===== config.mk =====
export PLATFORM = sky130hd
export DESIGN_NAME = color_keyed_bitmap_region_blit
export DESIGN_NICKNAME = d
export VERILOG_FILES = /design/src/rtl/core/ckbb_pkg.sv /design/src/rtl/core/ckbb_front.sv /design/src/rtl/core/ckbb_queue.sv /design/src/rtl/core/ckbb_back.sv /design/src/rtl/core/color_keyed_bitmap_region_blit.sv
export VERILOG_INCLUDE_DIRS = /design/src /design/src/rtl/core
export SDC_FILE = /design/constraint.sdc
export NUM_CORES = 1
export LEC_CHECK = 0
export BUFFER_PORTS_ARGS = -buffer_cell sky130_fd_sc_hd__buf_2
export CAP_MARGIN = 25
export CORE_ASPECT_RATIO = 0.6
export CORE_MARGIN = 2
export CORE_UTILIZATION = 57
export DETAILED_ROUTE_END_ITERATION = 6
export GPL_ROUTABILITY_DRIVEN = 0
export PLACE_DENSITY = 0.84
export SLEW_MARGIN = 10
export SYNTH_ARGS = -nofsm -noshare
export SYNTH_HDL_FRONTEND = slang
export SYNTH_HIERARCHICAL = 1
export SYNTH_SLANG_ARGS = --single-unit

===== constraint.sdc =====
create_clock -name clk_i -period 6.5 [get_ports clk_i]
set_clock_uncertainty 0.1 [all_clocks]
set_input_delay 0.325 -clock clk_i [delete_from_list [all_inputs] [get_ports clk_i]]
set_output_delay 0.325 -clock clk_i [all_outputs]
set_load 0.005 [all_outputs]

===== src/rtl/core/color_keyed_bitmap_region_blit_assert.svh =====
// assertion helpers shared by the blit core
`ifndef COLOR_KEYED_BITMAP_REGION_BLIT_ASSERT_SVH
`define COLOR_KEYED_BITMAP_REGION_BLIT_ASSERT_SVH

// checked at every clock edge outside reset
`define CKBB_ASSERT(lbl, prop, msg) \
  lbl: assert property (@(posedge clk_i) disable iff (!rst_ni) (prop)) else $error(msg);

// checked in the cycle after the trigger
`define CKBB_ASSERT_NEXT(lbl, trig, prop, msg) \
  lbl: assert property (@(posedge clk_i) disable iff (!rst_ni) (trig) |=> (prop)) \
    else $error(msg);

`endif


===== src/rtl/core/ckbb_pkg.sv =====
`default_nettype none

package ckbb_pkg;

  localparam int SRC_W      = 18;
  localparam int DST_W      = 16;
  localparam int PIX_W      = 8;
  localparam int DX_W       = 9;
  localparam int DY_W       = 8;
  localparam int COL_W      = 10;
  localparam int ROW_W      = 8;
  localparam int CFG_IDX_W  = 3;
  localparam int CFG_DATA_W = 10;

  localparam int QUEUE_DEPTH = 2;
  localparam int QPTR_W      = 1;
  localparam int QCNT_W      = 2;

  typedef enum logic [CFG_IDX_W-1:0] {
    CFG_DEST_X   = 3'd0,
    CFG_DEST_Y   = 3'd1,
    CFG_REGION_X = 3'd2,
    CFG_REGION_Y = 3'd3,
    CFG_REGION_W = 3'd4,
    CFG_REGION_H = 3'd5,
    CFG_IMAGE_W  = 3'd6,
    CFG_IMAGE_H  = 3'd7
  } cfg_idx_e;

  typedef enum logic {
    REQ_START = 1'b0,
    REQ_PIXEL = 1'b1
  } req_e;

  typedef enum logic [1:0] {
    ITEM_START = 2'd0,
    ITEM_PIXEL = 2'd1,
    ITEM_ERROR = 2'd2
  } item_e;

  typedef struct packed {
    logic [DX_W-1:0]  dest_x;
    logic [DY_W-1:0]  dest_y;
    logic [COL_W-1:0] region_x;
    logic [ROW_W-1:0] region_y;
    logic [COL_W-1:0] region_w;
    logic [ROW_W-1:0] region_h;
    logic [COL_W-1:0] image_w;
    logic [ROW_W-1:0] image_h;
  } cfg_t;

  typedef struct packed {
    item_e            kind;
    logic [PIX_W-1:0] pixel;
    logic             key_on;
    logic [PIX_W-1:0] key_value;
    logic [ROW_W-1:0] row;
    logic [COL_W-1:0] column;
    logic [SRC_W-1:0] nxt;
    logic             last;
  } item_t;

endpackage

`default_nettype wire


===== src/rtl/core/ckbb_front.sv =====
`default_nettype none

module ckbb_front #(
  parameter int HEADER_BYTES = 1078
) (
  input  wire logic                      clk_i,
  input  wire logic                      rst_ni,
  input  wire ckbb_pkg::cfg_t            cfg_i,
  input  wire logic                      in_valid_i,
  output logic                           in_stall_o,
  input  wire logic                      req_type_i,
  input  wire logic [ckbb_pkg::PIX_W-1:0] src_pixel_i,
  input  wire logic                      key_enable_i,
  input  wire logic [ckbb_pkg::PIX_W-1:0] key_color_i,
  output logic                           q_push_o,
  output ckbb_pkg::item_t                q_item_o,
  input  wire logic                      q_full_i
);
  import ckbb_pkg::*;

  logic             busy_q, busy_d;
  logic [COL_W-1:0] col_q, col_d;
  logic [ROW_W-1:0] row_q, row_d;
  logic [SRC_W-1:0] src_q, src_d;
  logic             key_on_q, key_on_d;
  logic [PIX_W-1:0] key_val_q, key_val_d;

  logic             accept;
  logic [SRC_W-1:0] rows_up;
  logic [SRC_W-1:0] first_src;
  logic [SRC_W-1:0] row_step;
  logic             col_end;
  logic             row_end;
  logic             zero_size;
  item_t            item;

  assign in_stall_o = q_full_i;
  assign accept     = in_valid_i && !q_full_i;
  assign q_push_o   = accept;
  assign q_item_o   = item;

  // bottom-up bitmap: region top row sits image_h-1-region_y rows above the data start
  assign rows_up   = SRC_W'(cfg_i.image_h) - SRC_W'(1) - SRC_W'(cfg_i.region_y);
  assign first_src = SRC_W'(HEADER_BYTES) + SRC_W'(SRC_W'(cfg_i.image_w) * rows_up)
                   + SRC_W'(cfg_i.region_x);
  // back to the region's left edge, one bitmap row down (image_w nearer the data start)
  assign row_step  = SRC_W'(1) - SRC_W'(cfg_i.region_w) - SRC_W'(cfg_i.image_w);

  assign col_end   = ((COL_W+1)'(col_q) + (COL_W+1)'(1)) >= (COL_W+1)'(cfg_i.region_w);
  assign row_end   = ((ROW_W+1)'(row_q) + (ROW_W+1)'(1)) >= (ROW_W+1)'(cfg_i.region_h);
  assign zero_size = (cfg_i.region_w == '0) || (cfg_i.region_h == '0);

  always_comb begin
    busy_d    = busy_q;
    col_d     = col_q;
    row_d     = row_q;
    src_d     = src_q;
    key_on_d  = key_on_q;
    key_val_d = key_val_q;

    item           = '0;
    item.kind      = ITEM_ERROR;
    item.pixel     = src_pixel_i;
    item.key_on    = key_on_q;
    item.key_value = key_val_q;
    item.row       = row_q;
    item.column    = col_q;

    if (req_type_i == REQ_START) begin
      item.kind = ITEM_START;
      key_on_d  = key_enable_i;
      key_val_d = key_color_i;
      col_d     = '0;
      row_d     = '0;
      if (zero_size) begin
        busy_d    = 1'b0;
        src_d     = '0;
        item.last = 1'b1;
        item.nxt  = '0;
      end else begin
        busy_d   = 1'b1;
        src_d    = first_src;
        item.nxt = first_src;
      end
    end else if (!busy_q) begin
      item.kind = ITEM_ERROR;
    end else begin
      item.kind = ITEM_PIXEL;
      if (col_end) begin
        col_d = '0;
        if (row_end) begin
          row_d     = '0;
          busy_d    = 1'b0;
          src_d     = '0;
          item.last = 1'b1;
        end else begin
          row_d = row_q + ROW_W'(1);
          src_d = src_q + row_step;
        end
      end else begin
        col_d = col_q + COL_W'(1);
        src_d = src_q + SRC_W'(1);
      end
      item.nxt = item.last ? '0 : src_d;
    end
  end

  always_ff @(posedge clk_i or negedge rst_ni) begin
    if (!rst_ni) begin
      busy_q    <= 1'b0;
      col_q     <= '0;
      row_q     <= '0;
      src_q     <= '0;
      key_on_q  <= 1'b0;
      key_val_q <= '0;
    end else if (accept) begin
      busy_q    <= busy_d;
      col_q     <= col_d;
      row_q     <= row_d;
      src_q     <= src_d;
      key_on_q  <= key_on_d;
      key_val_q <= key_val_d;
    end
  end

endmodule

`default_nettype wire


===== src/rtl/core/ckbb_queue.sv =====
`default_nettype none

module ckbb_queue (
  input  wire logic            clk_i,
  input  wire logic            rst_ni,
  input  wire logic            push_i,
  input  wire ckbb_pkg::item_t item_i,
  output logic                 full_o,
  input  wire logic            pop_i,
  output logic                 valid_o,
  output ckbb_pkg::item_t      item_o
);
  import ckbb_pkg::*;

  item_t             mem_q [QUEUE_DEPTH];
  logic [QPTR_W-1:0] wr_ptr_q;
  logic [QPTR_W-1:0] rd_ptr_q;
  logic [QCNT_W-1:0] cnt_q;

  assign full_o  = (cnt_q == QCNT_W'(QUEUE_DEPTH));
  assign valid_o = (cnt_q != '0);
  assign item_o  = mem_q[rd_ptr_q];

  always_ff @(posedge clk_i) begin
    if (push_i) begin
      mem_q[wr_ptr_q] <= item_i;
    end
  end

  always_ff @(posedge clk_i or negedge rst_ni) begin
    if (!rst_ni) begin
      wr_ptr_q <= '0;
      rd_ptr_q <= '0;
      cnt_q    <= '0;
    end else begin
      if (push_i) begin
        wr_ptr_q <= wr_ptr_q + QPTR_W'(1);
      end
      if (pop_i) begin
        rd_ptr_q <= rd_ptr_q + QPTR_W'(1);
      end
      unique case ({push_i, pop_i})
        2'b10:   cnt_q <= cnt_q + QCNT_W'(1);
        2'b01:   cnt_q <= cnt_q - QCNT_W'(1);
        default: cnt_q <= cnt_q;
      endcase
    end
  end

  `include "color_keyed_bitmap_region_blit_assert.svh"

  `CKBB_ASSERT(a_cnt_bound, cnt_q <= QCNT_W'(QUEUE_DEPTH), "queue count beyond depth")
  `CKBB_ASSERT(a_no_overflow, !(push_i && full_o), "word pushed into full queue")
  `CKBB_ASSERT(a_no_underflow, !(pop_i && !valid_o), "word popped from empty queue")
  `CKBB_ASSERT_NEXT(a_cnt_grows, push_i && !pop_i, cnt_q == $past(cnt_q) + QCNT_W'(1),
    "queue count did not follow a lone push")

endmodule

`default_nettype wire


===== src/rtl/core/ckbb_back.sv =====
`default_nettype none

module ckbb_back #(
  parameter int LINE_PITCH  = 320,
  parameter int FRAME_BYTES = 64000
) (
  input  wire logic                       clk_i,
  input  wire logic                       rst_ni,
  input  wire ckbb_pkg::cfg_t             cfg_i,
  input  wire logic                       q_valid_i,
  input  wire ckbb_pkg::item_t            q_item_i,
  output logic                            q_pop_o,
  output logic                            out_valid_o,
  input  wire logic                       out_stall_i,
  output logic [ckbb_pkg::DST_W-1:0]      dst_offset_o,
  output logic [ckbb_pkg::PIX_W-1:0]      pixel_out_o,
  output logic                            write_en_o,
  output logic [ckbb_pkg::SRC_W-1:0]      next_src_offset_o,
  output logic                            last_o,
  output logic                            out_of_frame_o,
  output logic                            protocol_error_o
);
  import ckbb_pkg::*;

  localparam int DMAX   = ((1 << DY_W) - 1 + (1 << ROW_W) - 1) * LINE_PITCH
                        + (1 << DX_W) - 1 + (1 << COL_W) - 1;
  localparam int DMAX_W = $clog2(DMAX + 1);
  localparam int FRM_W  = $clog2(FRAME_BYTES + 1);
  localparam int DLIN_W = (DMAX_W > FRM_W) ? DMAX_W : FRM_W;

  logic [DY_W:0]       line;
  logic [DLIN_W-1:0]   dlin;
  logic                oof;
  logic                load;

  logic                valid_q;
  logic [DST_W-1:0]    dst_q, dst_d;
  logic [PIX_W-1:0]    pix_q, pix_d;
  logic                we_q, we_d;
  logic [SRC_W-1:0]    nxt_q, nxt_d;
  logic                last_q, last_d;
  logic                oof_q, oof_d;
  logic                perr_q, perr_d;

  assign load    = q_valid_i && (!valid_q || !out_stall_i);
  assign q_pop_o = load;

  // linear frame offset: lines run on, so a wide region wraps onto the next line
  assign line = (DY_W+1)'(cfg_i.dest_y) + (DY_W+1)'(q_item_i.row);
  assign dlin = DLIN_W'(DLIN_W'(line) * DLIN_W'(LINE_PITCH))
              + DLIN_W'(cfg_i.dest_x) + DLIN_W'(q_item_i.column);
  assign oof  = dlin >= DLIN_W'(FRAME_BYTES);

  always_comb begin
    dst_d  = '0;
    pix_d  = '0;
    we_d   = 1'b0;
    nxt_d  = '0;
    last_d = 1'b0;
    oof_d  = 1'b0;
    perr_d = 1'b0;
    unique case (q_item_i.kind)
      ITEM_START: begin
        nxt_d  = q_item_i.nxt;
        last_d = q_item_i.last;
      end
      ITEM_PIXEL: begin
        pix_d  = q_item_i.pixel;
        nxt_d  = q_item_i.nxt;
        last_d = q_item_i.last;
        if (oof) begin
          oof_d = 1'b1;
        end else begin
          dst_d = DST_W'(dlin);
          we_d  = !(q_item_i.key_on && (q_item_i.pixel == q_item_i.key_value));
        end
      end
      ITEM_ERROR: begin
        perr_d = 1'b1;
      end
      default: begin
        perr_d = 1'b0;
      end
    endcase
  end

  always_ff @(posedge clk_i or negedge rst_ni) begin
    if (!rst_ni) begin
      valid_q <= 1'b0;
    end else if (load) begin
      valid_q <= 1'b1;
    end else if (!out_stall_i) begin
      valid_q <= 1'b0;
    end
  end

  always_ff @(posedge clk_i) begin
    if (load) begin
      dst_q  <= dst_d;
      pix_q  <= pix_d;
      we_q   <= we_d;
      nxt_q  <= nxt_d;
      last_q <= last_d;
      oof_q  <= oof_d;
      perr_q <= perr_d;
    end
  end

  assign out_valid_o       = valid_q;
  assign dst_offset_o      = dst_q;
  assign pixel_out_o       = pix_q;
  assign write_en_o        = we_q;
  assign next_src_offset_o = nxt_q;
  assign last_o            = last_q;
  assign out_of_frame_o    = oof_q;
  assign protocol_error_o  = perr_q;

  `include "color_keyed_bitmap_region_blit_assert.svh"

  `CKBB_ASSERT(a_oof_no_write, !(valid_q && we_q && oof_q), "write enabled beyond frame")
  `CKBB_ASSERT(a_err_quiet, !(valid_q && perr_q && (we_q || last_q || nxt_q != '0)),
    "protocol error word carries pixel results")
  `CKBB_ASSERT(a_last_no_fetch, !(valid_q && last_q && nxt_q != '0),
    "final word asks for another fetch")

endmodule

`default_nettype wire


===== src/rtl/core/color_keyed_bitmap_region_blit.sv =====
// path: an accepted item is written into the queue, then popped into the offset
//   and key stage register that drives the result word; an output stall can hold it
// throughput: one item per cycle when unstalled, set by the front row/column update
// reset: asynchronous active low; clears the blit state, the queue and output valid,
//   and loads the region registers with their defaults; no clearing pass
`default_nettype none

module color_keyed_bitmap_region_blit #(
  parameter int LINE_PITCH   = 320,
  parameter int HEADER_BYTES = 1078,
  parameter int FRAME_BYTES  = 64000
) (
  input  wire logic                            clk_i,
  input  wire logic                            rst_ni,
  input  wire logic                            cfg_we_i,
  input  wire logic [ckbb_pkg::CFG_IDX_W-1:0]  cfg_index_i,
  input  wire logic [ckbb_pkg::CFG_DATA_W-1:0] cfg_data_i,
  input  wire logic                            in_valid_i,
  output logic                                 in_stall_o,
  input  wire logic                            req_type_i,
  input  wire logic [ckbb_pkg::PIX_W-1:0]      src_pixel_i,
  input  wire logic                            key_enable_i,
  input  wire logic [ckbb_pkg::PIX_W-1:0]      key_color_i,
  output logic                                 out_valid_o,
  input  wire logic                            out_stall_i,
  output logic [ckbb_pkg::DST_W-1:0]           dst_offset_o,
  output logic [ckbb_pkg::PIX_W-1:0]           pixel_out_o,
  output logic                                 write_en_o,
  output logic [ckbb_pkg::SRC_W-1:0]           next_src_offset_o,
  output logic                                 last_o,
  output logic                                 out_of_frame_o,
  output logic                                 protocol_error_o
);
  import ckbb_pkg::*;

  cfg_t  cfg_q;
  logic  q_push;
  logic  q_full;
  logic  q_pop;
  logic  q_valid;
  item_t q_item_in;
  item_t q_item_out;

  always_ff @(posedge clk_i or negedge rst_ni) begin
    if (!rst_ni) begin
      cfg_q.dest_x   <= '0;
      cfg_q.dest_y   <= '0;
      cfg_q.region_x <= '0;
      cfg_q.region_y <= '0;
      cfg_q.region_w <= '0;
      cfg_q.region_h <= '0;
      cfg_q.image_w  <= COL_W'(1);
      cfg_q.image_h  <= ROW_W'(1);
    end else if (cfg_we_i) begin
      unique case (cfg_idx_e'(cfg_index_i))
        CFG_DEST_X:   cfg_q.dest_x   <= cfg_data_i[DX_W-1:0];
        CFG_DEST_Y:   cfg_q.dest_y   <= cfg_data_i[DY_W-1:0];
        CFG_REGION_X: cfg_q.region_x <= cfg_data_i[COL_W-1:0];
        CFG_REGION_Y: cfg_q.region_y <= cfg_data_i[ROW_W-1:0];
        CFG_REGION_W: cfg_q.region_w <= cfg_data_i[COL_W-1:0];
        CFG_REGION_H: cfg_q.region_h <= cfg_data_i[ROW_W-1:0];
        CFG_IMAGE_W:  cfg_q.image_w  <= cfg_data_i[COL_W-1:0];
        CFG_IMAGE_H:  cfg_q.image_h  <= cfg_data_i[ROW_W-1:0];
        default:      cfg_q          <= cfg_q;
      endcase
    end
  end

  ckbb_front #(
    .HEADER_BYTES (HEADER_BYTES)
  ) u_front (
    .clk_i        (clk_i),
    .rst_ni       (rst_ni),
    .cfg_i        (cfg_q),
    .in_valid_i   (in_valid_i),
    .in_stall_o   (in_stall_o),
    .req_type_i   (req_type_i),
    .src_pixel_i  (src_pixel_i),
    .key_enable_i (key_enable_i),
    .key_color_i  (key_color_i),
    .q_push_o     (q_push),
    .q_item_o     (q_item_in),
    .q_full_i     (q_full)
  );

  ckbb_queue u_queue (
    .clk_i   (clk_i),
    .rst_ni  (rst_ni),
    .push_i  (q_push),
    .item_i  (q_item_in),
    .full_o  (q_full),
    .pop_i   (q_pop),
    .valid_o (q_valid),
    .item_o  (q_item_out)
  );

  ckbb_back #(
    .LINE_PITCH  (LINE_PITCH),
    .FRAME_BYTES (FRAME_BYTES)
  ) u_back (
    .clk_i             (clk_i),
    .rst_ni            (rst_ni),
    .cfg_i             (cfg_q),
    .q_valid_i         (q_valid),
    .q_item_i          (q_item_out),
    .q_pop_o           (q_pop),
    .out_valid_o       (out_valid_o),
    .out_stall_i       (out_stall_i),
    .dst_offset_o      (dst_offset_o),
    .pixel_out_o       (pixel_out_o),
    .write_en_o        (write_en_o),
    .next_src_offset_o (next_src_offset_o),
    .last_o            (last_o),
    .out_of_frame_o    (out_of_frame_o),
    .protocol_error_o  (protocol_error_o)
  );

endmodule

`default_nettype wire


## Word level (Yosys, flattened, before mapping)

Memories as Yosys holds them, arrays and structs flattened.
Cells that the tools add are included.

| word-level totals | value |
|---|---|
| register bits after elaboration | 168 |
| bits in writable memories | 112 |
| input port bits | 36 |
| output and inout bits | 48 |
| logic and storage cells | 130 |
| memories | 1 |

| operators by class | value |
|---|---|
| add/subtract/negate cells | 19 |
| multiply operators | 2 |
| order comparisons | 3 |
| equality and inequality tests | 16 |
| mux-type cells | 34 |
| bitwise logic cells | 2 |
| reductions and logical operators | 28 |

Memories:

| memory | depth | width | read ports | clocked after memory_dff | write ports | RTL line | RTL |
|---|---|---|---|---|---|---|---|
| u_queue.mem_q | 2 | 56 | 1 | 0 | 1 | ckbb_queue.sv:15 | `item_t mem_q [QUEUE_DEPTH];` |

Operators by type and width:

| operator | count |
|---|---|
| $mux W18 | 6 |
| $mux W19 | 2 |
| $add A18 B10 Y18 | 2 |
| $mux W8 | 4 |
| $mux W10 | 3 |
| $reduce_and A2 Y1 | 10 |
| $add A11 B18 Y18 const A | 1 |
| $add A18 B1 Y18 const B | 1 |
| $add A18 B18 Y18 | 1 |
| $add A18 B9 Y18 | 1 |
| $ge A18 B16 Y1 const B | 1 |
| $mul A10 B18 Y18 | 1 |
| $sub A18 B10 Y18 | 1 |
| $sub A18 B8 Y18 | 1 |
| $mux W1 | 16 |
| $eq A3 B3 Y1 const B | 4 |
| $mul A9 B3 Y12 const B | 1 |
| $add A10 B1 Y11 const B | 1 |
| $ge A11 B10 Y1 | 1 |
| $sub A1 B10 Y11 const A | 1 |
| $add A10 B1 Y10 const B | 1 |
| $logic_not A10 Y1 | 1 |
| $add A8 B1 Y9 const B | 1 |
| $add A8 B8 Y9 | 1 |
| 24 further kinds | 41 |

## Logic depth before layout (Yosys ltp)

Gate-level depths: netlist (run 1).

| depth | value |
|---|---|
| depth after elaboration | 9 |
| mapped depth | 31 |
| mapped depth without buffers | 31 |

## Modules after synthesis

Netlist (run 1), hierarchy kept.

By module, submodules not included:

| module | times used | cells an instance | area an instance (µm²) | seq. area each (µm²) |
|---|---|---|---|---|
| ckbb_front | 1 | 1,091 | 8,797.2 | 1,151.1 |
| ckbb_queue | 1 | 190 | 4,347.9 | 3,463.3 |
| ckbb_back | 1 | 318 | 3,504.6 | 1,406.3 |
| color_keyed_bitmap_region_blit | 1 | 158 | 2,713.9 | 1,779.2 |

## Worst setup path after synthesis (run 1)

No wires, ideal clock.

| timing path | value |
|---|---|
| path kind | register to register |
| start | register cfg_q[0] (netlist name) |
| end | memory u_queue/mem_q[0][18] (netlist name), data pin |
| data arrival time | 6.675 ns |
| data required time | 6.133 ns |
| slack | -0.541 ns |
| cell stages (with the launch flop) | 29 |
| path buffers | 0 |
| cell sequence | dfstp_2 > inv_1 > ha_1 > inv_1 > ha_1 > nor2b_1 > o21ai_0 > a21boi_0 > o22ai_1 > o21ba_2 > xnor2_1 > nand2_1 > fa_1 > fa_1 > inv_1 > fa_1 > fa_1 > inv_1 > fa_1 > inv_1 > ha_1 > o21ai_0 > a21boi_0 > a21boi_0 > o21ai_0 > o21ai_0 > and2_1 > mux2i_1 > o21ai_1 |

RTL lines:

| what | RTL line | RTL |
|---|---|---|
| start, declared | color_keyed_bitmap_region_blit.sv:36 | `cfg_t cfg_q;` |
| start signal, assigned | color_keyed_bitmap_region_blit.sv:64 | `default: cfg_q <= cfg_q;` |
| end, declared | ckbb_queue.sv:15 |  |

==> results of run 1 <==
[per-layer routing]
| metal | vias up | GRT usage (%) | wire, um |
|---|---|---|---|
| met5 | - | 0 | 0 |
| met4 | 0 | 6.574 | 1297 |
| met3 | 124 | 6.577 | 4949 |
| met2 | 708 | 42.05 | 21600 |
| met1 | 7001 | 38.82 | 20410 |
| li1 | 6411 | - | - |
[worst reg2reg max path, delay by kind of cell, from the launching register on]
kind	cells	cell delay (ns)
AND/OR/NAND/NOR	4	0.62
flip-flops	1	0.54
adder cells (fa/ha/maj)	8	3.11
AO/OA/AOI/OAI	7	1.28
buffers and inverters	5	0.43
XOR/XNOR	2	0.27
multiplexers	1	0.17
[per-stage QoR]
step	setup WS [ns]	util (%)	cells	area (um^2)
after floorplan	0.005076	-	1757	19470
after global placement	-0.2039	61.57	2307	20670
after detailed placement	-0.3532	61.59	2308	20680
after CTS	-0.2439	65.21	2381	21890
after global routing	-0.5728	65.85	2386	22110
final	-0.3464	65.85	2386	22110
[what timing repair did]
item	CTS	global route
hold endpoints to repair	91	0
setup endpoints to repair	28	32
pin swaps	35	12
hold buffers	20	0
buffers inserted	7	4
resized for setup	42	41
[logic make-up after synthesis]
group	count (synthesis)	share of synthesized area, %
mux	141	8.762
simple gates	474	12.58
compound gates	274	9.421
buf+inv	241	5.221
fa+ha+maj	230	18.20
flops	280	40.28
xor+xnor	117	5.538
[path summary, 6_finish.rpt]
check                                                 start                          endpoint  slack, ns
max                                    cfg_q[0]$_DFFE_PN1P_    u_queue/mem_q[0][18]$_DFFE_PP_      -0.35
min                                           cfg_data_i[8]             cfg_q[70]$_DFFE_PN0P_       0.03
max reg2reg                            cfg_q[0]$_DFFE_PN1P_    u_queue/mem_q[0][18]$_DFFE_PP_      -0.35
min reg2reg                u_front/key_val_q[2]$_DFFE_PN0P_    u_queue/mem_q[1][39]$_DFFE_PP_       0.37
max in group asynchronous                            rst_ni  u_front/key_val_q[0]$_DFFE_PN0P_       4.55
min in group asynchronous                            rst_ni             cfg_q[56]$_DFFE_PN0P_       0.32
[sequential cells by signal, indices dropped and copies added, names as in the netlist]
name and flops:
u_front/src_q 18, u_back/write_en_o 1, u_queue/rd_ptr_q 1, u_back/dst_offset_o 16, u_queue/mem_q 112, u_back/out_of_frame_o 1
u_front/key_val_q 8, u_back/last_o 1, u_back/pixel_out_o 8, u_back/next_src_offset_o 18, cfg_q 71, u_back/protocol_error_o 1
u_front/key_on_q 1, u_front/row_q 8, u_queue/wr_ptr_q 1, u_queue/cnt_q 2, u_front/col_q 10, u_front/busy_q 1
u_back/out_valid_o 1
[layout make-up]
cell class / instances / area (um^2) / area share (%)
clock buffer: 31 / 689.4 / 3.118
clock inverter: 15 / 112.6 / 0.5093
sequential: 280 / 7801 / 35.29
multi-input combinational: 1236 / 11020 / 49.82
tap: 459 / 574.3 / 2.598
inverter: 183 / 686.9 / 3.107
timing repair buffer: 182 / 1229 / 5.557
[synthesized netlist by cell type, types with 30 or more instances]
cell	count	area share, %
mux2_2	108	6.3
edfxtp_1	158	25
nand2_1	119	2.3
and2_1	45	1.5
xnor2_1	69	3.1
dfrtp_1	120	16
inv_1	183	3.5
nor2b_1	44	1.4
nand3_1	47	1.2
xor2_1	44	2.0
a21oi_1	62	1.6
o21ai_0	79	2.0
fa_1	86	8.9
nor2_1	95	1.8
ha_1	144	9.3
mux2_4	30	2.3
==> results.tsv, run 1 <==
metric	value	unit
RSZ-0062 raised after global routing	yes	
worst hold stages	2	
Mapped Area	19360	um^2
GRT Util Overall	27.13	%
CP Launch Type	register	
CTS root buf	clkbuf_16	
Post-Syn Instances	1757	
Min Hold Slack	0.02751	ns
Filler cells	2381	
Final setup violation count	26	
Initial Util	57.68	%
most frequent cells in the layout	175 x inv_1, 158 x edfxtp_1, 135 x ha_1	
family with the most delay on the worst path	adder cells	
Final Hold Vio Count	0	
sequential fraction of the synthesis area	40.28	%
cells on worst reg2reg path	27	
vias in the first global route	14590	
Post-Syn Nets	2023	
Levels on crit path	27	
fmax	0.1461	GHz
FP Rows	52	
slew at the pin closest to its max-slew limit	1.036	ns
Worst-path clk slew	0.07	ns
Data arrival, critical path	7.00	ns
full die area	35510	um^2
final routed DRC violation total	0	
WS Path Type	register to register	
WP data required	6.65	ns
CTS buffer count	25	
Core Area	33570	um^2
largest net degree at the start of global routing	66	
async set-reset flop share out of synthesis	43.57	%
Yosys warning total	6	
CTS tree	built	
setup TNS	-5.745	ns
Final Cycle Share	105.3	%
via-per-instance ratio	5.970	
dpl hpwl	34.28	mm
PortBufs	83	
crit-path max cell delay	0.54	ns
share of cells above drive strength 1	23.40	%
slowest CP cell	dfstp_2	
EDFF count, synth	158	
Slew HR	30.18	%
syn avg cell area	11.02	um^2
Final nets	2174	
ANT nets after route	0	
I/O pin count	84	
MaxCap Viol Count	0	
CTS Buffer Depth	3	
worst-path maximum fanout	5	
Worst Setup End Kind	register	
gr ovfl total	0	
ys flop type	edfxtp_1	
post-synth cell types	87	
#FFs+latches synth	280	
vias	14240	
Slew Viols, Final	0	
violated checks	setup timing	
Final Critical Period	6.846	ns
wirelength, routed	48.26	mm
antenna violations before repair	0	
most common cell after layout, fill and taps aside	inv_1	
Detailed Route Iter0 Violations	1584	
Worst Slack Setup Final	-0.3464	ns
Die Span X	241.9	um
worst hold path type	input port to register	
drt wl/cell	20.22	um
drt pass-1 iters	6	
cell mode on critical path	fa_1	
first-pass GRT wire length	77.05	mm
clk_lat worst skew	0.55	ns
worst path bufs/invs	5	
# H-tree levels	1	
Die Height	146.8	um
clock sink count	280	
outcome	complete, but fails checks	
Syn-to-layout area delta	14.18	%
# diodes	0	
Power of run 1 is not shown: default switching activity piles up to over one toggle a cycle in this logic, so the estimate is an artifact.
==> inputs of run 2 (changes only) <==
CAP_MARGIN = 20   (was 25)
RECOVER_POWER = 100   (was default)
==> run 2 against run 1 <==
  * The run ends with capacitance limit, slew limit, setup timing left
  * Cell count is essentially flat
  * Worst setup slack got worse by 0.00050 ns
  * Utilization decreased by 0.25 points
  * Critical path depth stayed put
  * Sequential share of layout area grew 0.13 points
  * First-iteration DRC count up 2.9%
  * Non-clock buffer count is 1 higher
  * Via count rose by 0.11%
  * Register-to-register slack hardly changed
==> results.tsv, run 2 (synthesis results as in run 1) <==
metric	value	unit
outcome	complete, but fails checks	
violated checks	capacitance limit, slew limit, setup timing	
CTS tree	built	
drt wl/cell	20.40	um
Final Hold Vio Count	0	
largest net degree at the start of global routing	66	
GRT Util Overall	27.30	%
clk_lat worst skew	0.55	ns
DR top layer	met4	
most common cell after layout, fill and taps aside	inv_1	
FP Rows	52	
Final nets	2174	
wl on met1	20.67	mm
Die Span X	241.9	um
worst r2r src	cfg_q[2]$_DFFE_PN0P_	
Detailed Route Iter0 Violations	1630	
cells on worst reg2reg path	27	
CTS buffer count	24	
most frequent cells in the layout	172 x inv_1, 158 x edfxtp_1, 133 x ha_1	
DR WL met3	4.632	mm
Final setup violation count	27	
r2r setup slk	-0.35	ns
via-per-instance ratio	5.979	
Worst setup endpoint	u_front/src_q[13]$_DFFE_PN0P_	
Syn-to-layout area delta	13.74	%
Reg with most FFs	u_queue/mem_q	
share of cells above drive strength 1	21.08	%
Initial Util	57.68	%
Placed Area	20670	um^2
MaxCap Viol Count	9	
PortBufs	83	
gr ovfl total	0	
RSZ-0062 raised after global routing	yes	
Worst Slack Setup Final	-0.3469	ns
max FFs per register	112	
Top Registers	u_queue/mem_q: 112 flops, cfg_q: 71 flops	
Worst-path clk slew	0.07	ns
core occupancy in the finished layout	65.60	%
drt pass-1 iters	6	
Data arrival, critical path	7.17	ns
WS Path Type	register to register	
CTS Buffer Depth	3	
final routed DRC violation total	0	
worst-path maximum fanout	5	
vias	14260	
ANT nets after route	0	
wirelength, routed	48.65	mm
Slew HR	-133.1	%
CTS root buf	clkbuf_16	
full die area	35510	um^2
clock sink count	280	
# diodes	0	
DR WL met2	21.93	mm
Final Cycle Share	105.3	%
# H-tree levels	1	
WP data required	6.82	ns
Die Height	146.8	um
post-route insts no fill	2385	
placed insts	2307	
Core Area	33570	um^2
Slew Viols, Final	299	
dpl hpwl	34.25	mm
reg2reg end	u_front/src_q[13]$_DFFE_PN0P_	
fmax	0.1461	GHz
I/O pin count	84	
CP Launch Type	register	
Final Critical Period	6.847	ns
Worst Setup End Kind	register	
vias in the first global route	14680	
CP Launch Point	cfg_q[2]$_DFFE_PN0P_	
worst hold path type	input port to register	
antenna violations before repair	0	
slew at the pin closest to its max-slew limit	3.496	ns
design area	22020	um^2
first-pass GRT wire length	77.48	mm
[run 2: cell types whose count changed in the layout (fill, tap and decap cells not counted), sizes merged]
cell and delta:
clkinv -6, buf -40, clkbuf +45, inv -1, clkinvlp +1
[run 2: what timing repair did]
| action | CTS | global route |
|---|---|---|
| setup buffers | 5 | 10 |
| hold endpoints to repair | 91 | 0 |
| gates resized for setup | 41 | 66 |
| endpoints found under the setup margin | 28 | 33 |
| hold buffers | 20 | 0 |
| pin swaps | 23 | 27 |
[run 2: final cells by class]
cell class / instances / area (um^2)
clock buffer: 35 / 683.2
clock inverter: 9 / 90.09
fill: 2448 / 11550
inverter: 183 / 686.9
multi-input combinational: 1236 / 11010
sequential: 280 / 7800
tap: 459 / 574.3
timing repair buffer: 183 / 1185
[run 2: stage by stage]
| stage | setup slack (ns) | setup TNS, ns | hold WS (ns) |
|---|---|---|---|
| 2_1_floorplan | 0.005076 | 0 | -0.07059 |
| 3_3_place_gp | -0.2039 | -3.002 | 0.3452 |
| 3_5_place_dp | -0.3485 | -6.968 | 0.3606 |
| 4_1_cts | -0.2296 | -3.682 | 0.02332 |
| 5_1_grt | -0.5759 | -11.84 | 0.02127 |
| 6_report | -0.3469 | -5.572 | 0.02131 |
[run 2: critical path, cell delays in order (launching register included)]
cell,delay (ns)
dfrtp_1,0.47
nor2_2,0.17
nand3_1,0.16
nor4_2,0.22
xor2_1,0.30
ha_1,0.32
and2_1,0.14
o21ai_0,0.23
o21ai_2,0.14
or2_2,0.32
fa_1,0.56
fa_1,0.42
inv_1,0.09
fa_2,0.44
fa_1,0.49
inv_1,0.05
fa_1,0.49
inv_2,0.05
ha_4,0.18
nor2_2,0.13
o2111a_2,0.28
a21boi_4,0.08
o21ai_2,0.14
nand2b_1,0.09
xor2_1,0.17
nand2_1,0.11
o21ai_1,0.11
mux2_2,0.28
[run 2: routing by layer]
metal	GRT usage [%]	vias to the layer above
li1	-	6395
met1	39.18	7006
met2	42.59	718
met3	5.809	140
met4	7.037	0
met5	0	-
[run 2: worst min-delay path by stage]
stage / startpoint / end / slack, ns / cells after the start
finish: cfg_data_i[8] / cfg_q[70]$_DFFE_PN0P_ / 0.02 / 2
global route: cfg_data_i[8] / cfg_q[34]$_DFFE_PN0P_ / 0.02 / 2
CTS: cfg_data_i[8] / cfg_q[34]$_DFFE_PN0P_ / 0.02 / 2
detailed placement: u_front/key_val_q[2]$_DFFE_PN0P_ / u_queue/mem_q[0][39]$_DFFE_PP_ / 0.36 / 0
global placement: u_front/key_on_q$_DFFE_PN0P_ / u_queue/mem_q[1][45]$_DFFE_PP_ / 0.35 / 0
floorplan: rst_ni / cfg_q[10]$_DFFE_PN0P_ / -0.07 / 0
Power of run 2 is left out for the same reason.
==> inputs of run 3 (changes only) <==
GPL_TIMING_DRIVEN = 0   (was default)
==> run 3 against run 2 <==
  * The run still ends with capacitance limit, slew limit, setup timing left
  * Non-clock buffer count up 2
  * Highest routed layer unchanged
  * Critical path depth fell by 2
  * First-iteration DRC count down 0.80%
  * Utilization grew 0.060 points
  * Critical path type unchanged
==> results.tsv, run 3 (synthesis results as in run 1) <==
metric	value	unit
WP data required	6.66	ns
hold path startpoint	cfg_data_i[8]	
Final Critical Period	7.077	ns
vias	14540	
worst r2r src	cfg_q[0]$_DFFE_PN1P_	
# H-tree levels	1	
Top Registers	u_queue/mem_q: 112 flops, cfg_q: 71 flops	
Detailed Route Iter0 Violations	1617	
full die area	35510	um^2
most frequent cells in the layout	174 x inv_1, 158 x edfxtp_1, 129 x ha_1	
WS Path Type	register to register	
violated checks	capacitance limit, slew limit, setup timing	
CTS root buf	clkbuf_16	
via-per-instance ratio	6.087	
cells on worst reg2reg path	25	
Slew Viols, Final	236	
core occupancy in the finished layout	65.66	%
# diodes	0	
CP Launch Type	register	
Reg with most FFs	u_queue/mem_q	
MaxCap Viol Count	6	
clock sink count	280	
Final setup violation count	24	
r2r setup slk	-0.58	ns
Data arrival, critical path	7.24	ns
I/O pin count	84	
drt pass-1 iters	6	
Final Cycle Share	108.9	%
reg2reg end	u_queue/mem_q[1][18]$_DFFE_PP_	
Initial Util	57.68	%
first-pass GRT wire length	80.73	mm
worst-path maximum fanout	7	
RSZ-0062 raised after global routing	yes	
CTS Buffer Depth	3	
CP Launch Point	cfg_q[0]$_DFFE_PN1P_	
CTS tree	built	
Worst Setup End Kind	register	
worst hold stages	2	
largest net degree at the start of global routing	83	
ANT nets after route	0	
Syn-to-layout area delta	13.85	%
Die Span X	241.9	um
final routed DRC violation total	0	
Slew HR	-167.5	%
CTS buffer count	25	
share of cells above drive strength 1	19.95	%
clk_lat worst skew	0.55	ns
PortBufs	70	
worst hold path type	input port to register	
slew at the pin closest to its max-slew limit	4.013	ns
fmax	0.1413	GHz
max FFs per register	112	
antenna violations before repair	0	
Final nets	2177	
Worst-path clk slew	0.07	ns
outcome	complete, but fails checks	
FP Rows	52	
Worst Slack Setup Final	-0.5770	ns
most common cell after layout, fill and taps aside	inv_1	
drt wl/cell	21.41	um
wirelength, routed	51.14	mm
Core Area	33570	um^2
Final Hold Vio Count	0	
gr ovfl total	0	
GRT Util Overall	28.94	%
dpl hpwl	36.63	mm
Worst Hold Path EP	cfg_q[70]$_DFFE_PN0P_	
vias in the first global route	15060	
Die Height	146.8	um
==> run 3: cell types whose count changed in the layout (fill, tap and decap cells not counted), moves of 4 or more <==
| cell | before | now |
|---|---|---|
| and2_4 | 7 | 11 |
| buf_4 | 62 | 28 |
| clkbuf_1 | 49 | 79 |
| clkbuf_4 | 0 | 9 |
| ha_1 | 133 | 129 |
| nor2_1 | 84 | 90 |
| nor2_2 | 7 | 3 |
| o21ai_0 | 65 | 61 |
==> run 3: layout make-up <==
class                   instances  area [um^2]
clock inverters                 8        81.33
plain buffers                  58        295.3
well taps                     459        574.3
clock buffers                  38        735.7
multi-input cells            1236        11070
repair buffers                127        799.5
inverters                     183        686.9
flip-flops and latches        280         7800
fillers                      2430        11530
==> run 3: worst max-delay path: stages, from the launching register on <==
cell and delay (ns):
dfstp_2 0.54, inv_2 0.05, ha_4 0.16, xor2_2 0.15, ha_1 0.33, nor2b_4 0.14
o31a_1 0.28, o21a_2 0.25, o41ai_4 0.42, xnor2_4 0.24, and2_4 0.22, fa_1 0.44
fa_1 0.49, fa_1 0.51, fa_1 0.50, inv_1 0.05, fa_1 0.50, inv_2 0.05
ha_4 0.23, a21boi_2 0.15, a21boi_4 0.15, o21ai_2 0.16, o21ai_2 0.08, and2_1 0.17
mux2i_2 0.26, o21ai_2 0.15
==> run 3: routing by layer <==
metal,vias to the layer above,track usage (%),share of wire (%)
met5,-,0,0
met4,0,8.148,2.7
met3,141,6.503,9.9
met2,804,44.70,44
met1,7194,41.43,43
li1,6402,-,-
==> run 3: what timing repair did <==
item                                   4_1_cts  5_1_grt
hold buffers                                20        0
gates resized for setup                     68       37
setup endpoints to repair                   36       33
buffers inserted                            28        4
endpoints found under the hold margin       69        0
pin swaps                                   40       21
==> run 3: how the worst max path moves through the flow <==
stage	depth (start not counted)	to
floorplan	29	u_queue/mem_q[0][18]$_DFFE_PP_
global placement	25	u_queue/mem_q[0][18]$_DFFE_PP_
detailed placement	27	u_queue/mem_q[0][18]$_DFFE_PP_
CTS	27	u_queue/mem_q[1][18]$_DFFE_PP_
global route	25	u_queue/mem_q[1][18]$_DFFE_PP_
finish	25	u_queue/mem_q[1][18]$_DFFE_PP_
==> run 3: metrics by stage <==
stage / hold slack [ns] / setup WS (ns) / setup TNS (ns) / area (um^2) / instances
2_1_floorplan: -0.07059 / 0.005076 / 0 / 19470 / 1757
3_3_place_gp: 0.3443 / -0.8536 / -17.25 / 20390 / 2286
3_5_place_dp: 0.1762 / -0.9992 / -21.45 / 20550 / 2291
4_1_cts: 0.03744 / -0.4057 / -5.656 / 22050 / 2385
5_1_grt: 0.04032 / -0.7567 / -15.13 / 22040 / 2389
6_report: 0.04226 / -0.5770 / -9.892 / 22040 / 2389
Power of run 3 is left out for the same reason.
